==> src/rtl/assert_macros.svh <==
// Assertion macros used by the prefix table RTL.
`ifndef ASSERT_MACROS_SVH
`define ASSERT_MACROS_SVH

// Property checked at every rising clock edge outside reset.
`define LPM_ASSERT(label, clk, rstn, prop, msg) \
    label: assert property (@(posedge clk) disable iff (!rstn) prop) else $error(msg);

// Condition that must never be true outside reset.
`define LPM_ASSERT_NEVER(label, clk, rstn, cond, msg) \
    label: assert property (@(posedge clk) disable iff (!rstn) !(cond)) else $error(msg);

`endif

==> src/rtl/ipv4lpm_pkg.sv <==
// Types, constants and helpers shared by the IPv4 prefix table modules.
package ipv4lpm_pkg;

    localparam int DEFAULT_TABLE_DEPTH = 128;
    localparam logic [5:0] MAX_PREFIX_LEN = 6'd32;

    typedef enum logic [1:0] {
        FUNC_ADD   = 2'd0,
        FUNC_DEL   = 2'd1,
        FUNC_CHECK = 2'd2,
        FUNC_NOP   = 2'd3
    } func_t;

    typedef enum logic [2:0] {
        STATUS_OK      = 3'd0,
        STATUS_BAD_LEN = 3'd1,
        STATUS_DUP     = 3'd2,
        STATUS_ABSENT  = 3'd3,
        STATUS_FULL    = 3'd4
    } status_t;

    typedef enum logic [2:0] {
        S_IDLE,
        S_SCAN,
        S_DECIDE,
        S_SHIFT_RD,
        S_SHIFT_WR,
        S_RESULT
    } state_t;

    typedef struct packed {
        logic [5:0]  len;
        logic [31:0] base;
    } prefix_entry_t;

    typedef struct packed {
        logic    load;
        logic    scan;
        logic    add_wr;
        logic    shift_init;
        logic    shift_rd;
        logic    shift_wr;
        logic    del_dec;
        logic    res_load;
        status_t status;
    } lpm_cmd_t;

    typedef struct packed {
        func_t func;
        logic  bad_len;
        logic  found;
        logic  full;
        logic  has_next;
        logic  scan_done;
        logic  matched;
        logic  out_free;
    } lpm_sts_t;

    function automatic logic [31:0] prefix_mask(input logic [5:0] len);
        prefix_mask = ~(32'hFFFF_FFFF >> len);
    endfunction

endpackage

==> src/rtl/ipv4lpm_ctrl.sv <==
// Controller state machine that sequences table scans, inserts and compaction.
module ipv4lpm_ctrl
    import ipv4lpm_pkg::*;
(
    input  logic     aclk,
    input  logic     aresetn,
    input  logic     in_valid,
    output logic     in_ready,
    input  lpm_sts_t sts,
    output lpm_cmd_t cmd
);

    state_t  state_reg, state_next;
    status_t status_reg, status_next;

    always_ff @(posedge aclk) begin
        if (!aresetn) begin
            state_reg  <= S_IDLE;
            status_reg <= STATUS_OK;
        end else begin
            state_reg  <= state_next;
            status_reg <= status_next;
        end
    end

    always_comb begin
        state_next  = state_reg;
        status_next = status_reg;
        cmd         = '0;
        cmd.status  = status_reg;
        in_ready    = 1'b0;
        unique case (state_reg)
            S_IDLE: begin
                in_ready = 1'b1;
                if (in_valid) begin
                    cmd.load   = 1'b1;
                    state_next = S_SCAN;
                end
            end
            S_SCAN: begin
                if (sts.scan_done) begin
                    state_next = S_DECIDE;
                end else begin
                    cmd.scan = 1'b1;
                end
            end
            S_DECIDE: begin
                state_next  = S_RESULT;
                status_next = STATUS_OK;
                unique case (sts.func)
                    FUNC_ADD: begin
                        if (sts.bad_len) begin
                            status_next = STATUS_BAD_LEN;
                        end else if (sts.found) begin
                            status_next = STATUS_DUP;
                        end else if (sts.full) begin
                            status_next = STATUS_FULL;
                        end else begin
                            cmd.add_wr = 1'b1;
                        end
                    end
                    FUNC_DEL: begin
                        if (sts.bad_len) begin
                            status_next = STATUS_BAD_LEN;
                        end else if (!sts.found) begin
                            status_next = STATUS_ABSENT;
                        end else begin
                            cmd.shift_init = 1'b1;
                            state_next     = S_SHIFT_RD;
                        end
                    end
                    FUNC_CHECK: begin
                        status_next = sts.matched ? STATUS_OK : STATUS_ABSENT;
                    end
                    FUNC_NOP: begin
                        status_next = STATUS_OK;
                    end
                    default: begin
                        status_next = STATUS_OK;
                    end
                endcase
            end
            S_SHIFT_RD: begin
                if (sts.has_next) begin
                    cmd.shift_rd = 1'b1;
                    state_next   = S_SHIFT_WR;
                end else begin
                    cmd.del_dec = 1'b1;
                    state_next  = S_RESULT;
                end
            end
            S_SHIFT_WR: begin
                cmd.shift_wr = 1'b1;
                state_next   = S_SHIFT_RD;
            end
            S_RESULT: begin
                if (sts.out_free) begin
                    cmd.res_load = 1'b1;
                    state_next   = S_IDLE;
                end
            end
            default: begin
                state_next = S_IDLE;
            end
        endcase
    end

endmodule

==> config.mk <==
export PLATFORM = sky130hd
export DESIGN_NAME = ipv4lpm_ctrl
export DESIGN_NICKNAME = d
export VERILOG_FILES = /design/src/rtl/assert_macros.svh /design/src/rtl/ipv4lpm_pkg.sv /design/src/rtl/ipv4lpm_ctrl.sv
export SDC_FILE = /design/constraint.sdc
export NUM_CORES = 1
export LEC_CHECK = 0
export BUFFER_PORTS_ARGS = -buffer_cell sky130_fd_sc_hd__buf_4
export CELL_PAD_IN_SITES_DETAIL_PLACEMENT = 1
export CELL_PAD_IN_SITES_GLOBAL_PLACEMENT = 1
export CORE_AREA = 2 2 45 42
export DETAILED_ROUTE_END_ITERATION = 8
export DIE_AREA = 0 0 47 44
export PLACE_DENSITY_LB_ADDON = 0.08
export SYNTH_ARGS = -nofsm -noshare
export SYNTH_HDL_FRONTEND = slang
export SYNTH_SLANG_ARGS = --single-unit
==> constraint.sdc <==
create_clock -name aclk -period 1.45 [get_ports aclk]
set_input_delay 0.29 -clock aclk [delete_from_list [all_inputs] [get_ports aclk]]
set_output_delay 0.29 -clock aclk [all_outputs]
set_load 0.005 [all_outputs]
==> impl_results.md <==
* Status: finished with violations
* Violated checks: negative setup slack
* Ys flop type: dfxtp_1
* WL met2 at 607 um
* DP Wirelength at 991.1 um
* Final Hold Viols at 0
* Setup_tns at -0.02343 ns
* Die Wd at 47 um
* Largest net degree at the start of global routing at 11
* Final min period at 1.473 ns
* Max Cap Violations at 0
* Commonest non-fill, non-tap cells in the layout: buf_4 (25), nand2_1 (5), nor2_1 (4), o21ai_0 (4), buf_6 (4)
* I/O Pins at 24
* Total wire length at 1.308 mm
* Pre-CTS setup slack at 0.1861 ns
* Root Buffer: clkbuf_4
* Post-route antenna net violation count at 0
* Non-Filler Instances at 104
* Initial DRC count at 2
* Worst flop-to-flop path startpoint: state_reg[0]$_SDFFE_PN0P_
* Min-delay worst type: in -> reg
* Yosys reg bits at 6
* GPL Wtd Cong at 0.7092
* Leakage power at 0.3323 nW
* Filler instances at 209
* Die Area at 2068 um^2
* Max H-tree Level at 1
* Post-DR vias/cell at 4.846
* Peak VDD IR at 0.0004369 V
* Post-Synthesis Cell Area at 409.1 um^2
* Mean routed wirelength per cell at 12.58 um
* Combinational share of power at 30.6%
* Sequential Power Share at 36.7%
* Int Pwr at 358.5 uW
* First-pass GRT wire length at 2.090 mm
* Post-synth EDFFs at 0
* Initial Utilization at 25.39%
* Kind of critical path: reg -> out
* Hold Path End: state_reg[1]$_SDFFE_PN0P_
* Clock share of power at 32.7%
* CTS buffer count at 3
* Mapped Cells at 50
* Commonest non-fill, non-tap cell in the layout: buf_4
* Core area at 1612 um^2
* Die height at 44 um
* Placed Cells at 98
* # diodes at 0
* Post-synth net total at 62
* 1st-pass router iterations at 3
* Final period util at 101.6%
* Worst skew pair latency at 0.25 ns
* Layout cells sized above 1 at 57.50%
* Synth top area share at 29.36%
* Achievable Freq at 678.7 MHz
* Post-synthesis sequential area ratio at 29.36%
* RSZ-0062 raised after global routing: yes
* Worst Path Arrival at 1.18 ns
* Area delta synth->final at 78.90%
* Worst reg2reg path endpoint: state_reg[0]$_SDFFE_PN0P_
* Post-synth cell types at 27
* Ys async rst share at 0%
* WL met1 at 598 um
* Synth area leader: dfxtp_1
* CP startpoint kind: register
* Final setup skew at 0.003780 ns
* DRC viols at 0
* Synth top area cells: dfxtp_1 (29%), o21ai_0 (4.9%), nand2_1 (4.6%)
* Grt total ovfl at 0
* Max-slew violation count at 0
* CTS tree: yes
* Site Rows at 14
* Setup Viol. Count Final at 1
* Clock transition at path regs at 0.05 ns
* Max transition margin at 79.75%
* HP Start: aresetn
* Nets at 94
* Sw Ratio at 28.69%
* Met3 routed WL at 81 um
* Worst-Margin Slew at 0.2998 ns
* PD cells at 686.8 nW/um^2
* Psw at 144.2 uW
* Number of port buffers at 23
* Syn. warnings at 0
* Global Route Usage Sum at 14.82%
* Worst-case clock buffer depth at 2
* Number of global-route vias before repair at 473
* Final worst slack at -0.02343 ns
* CP required at 1.16 ns
* Area after DPL at 624.3 um^2
* FF-to-FF setup slack at 0.35 ns
* Via count at 504
* Antenna violations before repair at 0
* Setup crit end kind: primary output
* Total power at 502.7 uW
* Clock sink total at 6
* Cells on worst reg2reg path at 4
* Crit path max fanout at 5
* Synth Area per Inst at 8.183 um^2
* Top layer reached by signal wires: met4
* Hold Path Cell Cnt at 2
* Design Area, Final at 732.0 um^2
==> synthesized netlist by cell type, types with 2 or more instances <==
library cell  number
dfxtp_1            6
o31a_1             2
o21ai_0            4
nor2_1             4
buf_2              2
nand3_1            2
nand2_1            5
nor3_1             3
nor2b_1            3
a21oi_1            2
==> layout make-up <==
type,count,area (um^2),share of cell area [%]
sequential,6,126.4,17.26
clock buffer,3,22.52,3.077
timing repair buffer,30,237.7,32.48
multi-input combinational,40,311.5,42.56
inverter,1,3.754,0.5128
tap,24,30.03,4.103
==> power groups by stage <==
stage,registers [mW],logic (mW),clock network [mW]
finish,0.184,0.154,0.165
global route,0.185,0.169,0.181
CTS,0.185,0.145,0.172
detailed placement,0.186,0.124,0
global placement,0.186,0.123,0
floorplan,0.184,0.0564,0
==> per-stage QoR <==
| step | hold WS, ns | utilization, % |
|---|---|---|
| floorplan | 0.4154 | - |
| global placement | 0.4633 | 38.74 |
| detailed placement | 0.4638 | 38.74 |
| CTS | 0.3015 | 43.40 |
| global route | 0.3007 | 45.42 |
| finish | 0.3077 | 45.42 |
==> critical path: stages, from the launching register on <==
cell and delay, ns:
dfxtp_4 0.36, nor3b_4 0.22, and4_4 0.26, buf_6 0.09
==> metal layers <==
metal	GRT usage (%)	vias to the layer above
li1	-	246
met1	18.70	236
met2	21.64	17
met3	6.250	5
met4	6.667	0
met5	0	-
==> cells by family (layout without fill, tap and decap cells) <==
logic type             after synthesis  count (layout)  synth area share (%)
AO/OA/AOI/OAI                       13              13                 21.11
buffers and inverters                4              34                 5.199
flip-flops                           6               6                 29.36
AND/OR/NAND/NOR                     27              27                 44.34
==> how the worst max path moves through the flow <==
stage / from / endpoint / cells after the start
global placement: state_reg[0]$_SDFFE_PN0P_ / cmd[10] / 4
finish: state_reg[0]$_SDFFE_PN0P_ / cmd[7] / 3
detailed placement: state_reg[0]$_SDFFE_PN0P_ / cmd[10] / 4
global route: state_reg[0]$_SDFFE_PN0P_ / cmd[7] / 3
CTS: state_reg[0]$_SDFFE_PN0P_ / cmd[10] / 4
floorplan: state_reg[2]$_SDFFE_PN0P_ / cmd[6] / 3
==> what timing repair did <==
item                                   in CTS  in global routing
pin swaps                                   2                  2
setup buffers                               2                  0
endpoints found under the hold margin       0                  0
setup endpoints to repair                   7                  7
resized for setup                          10                  7
cloned                                      1                  0
hold buffers                                0                  0
Power figures use the tool's default switching activity.
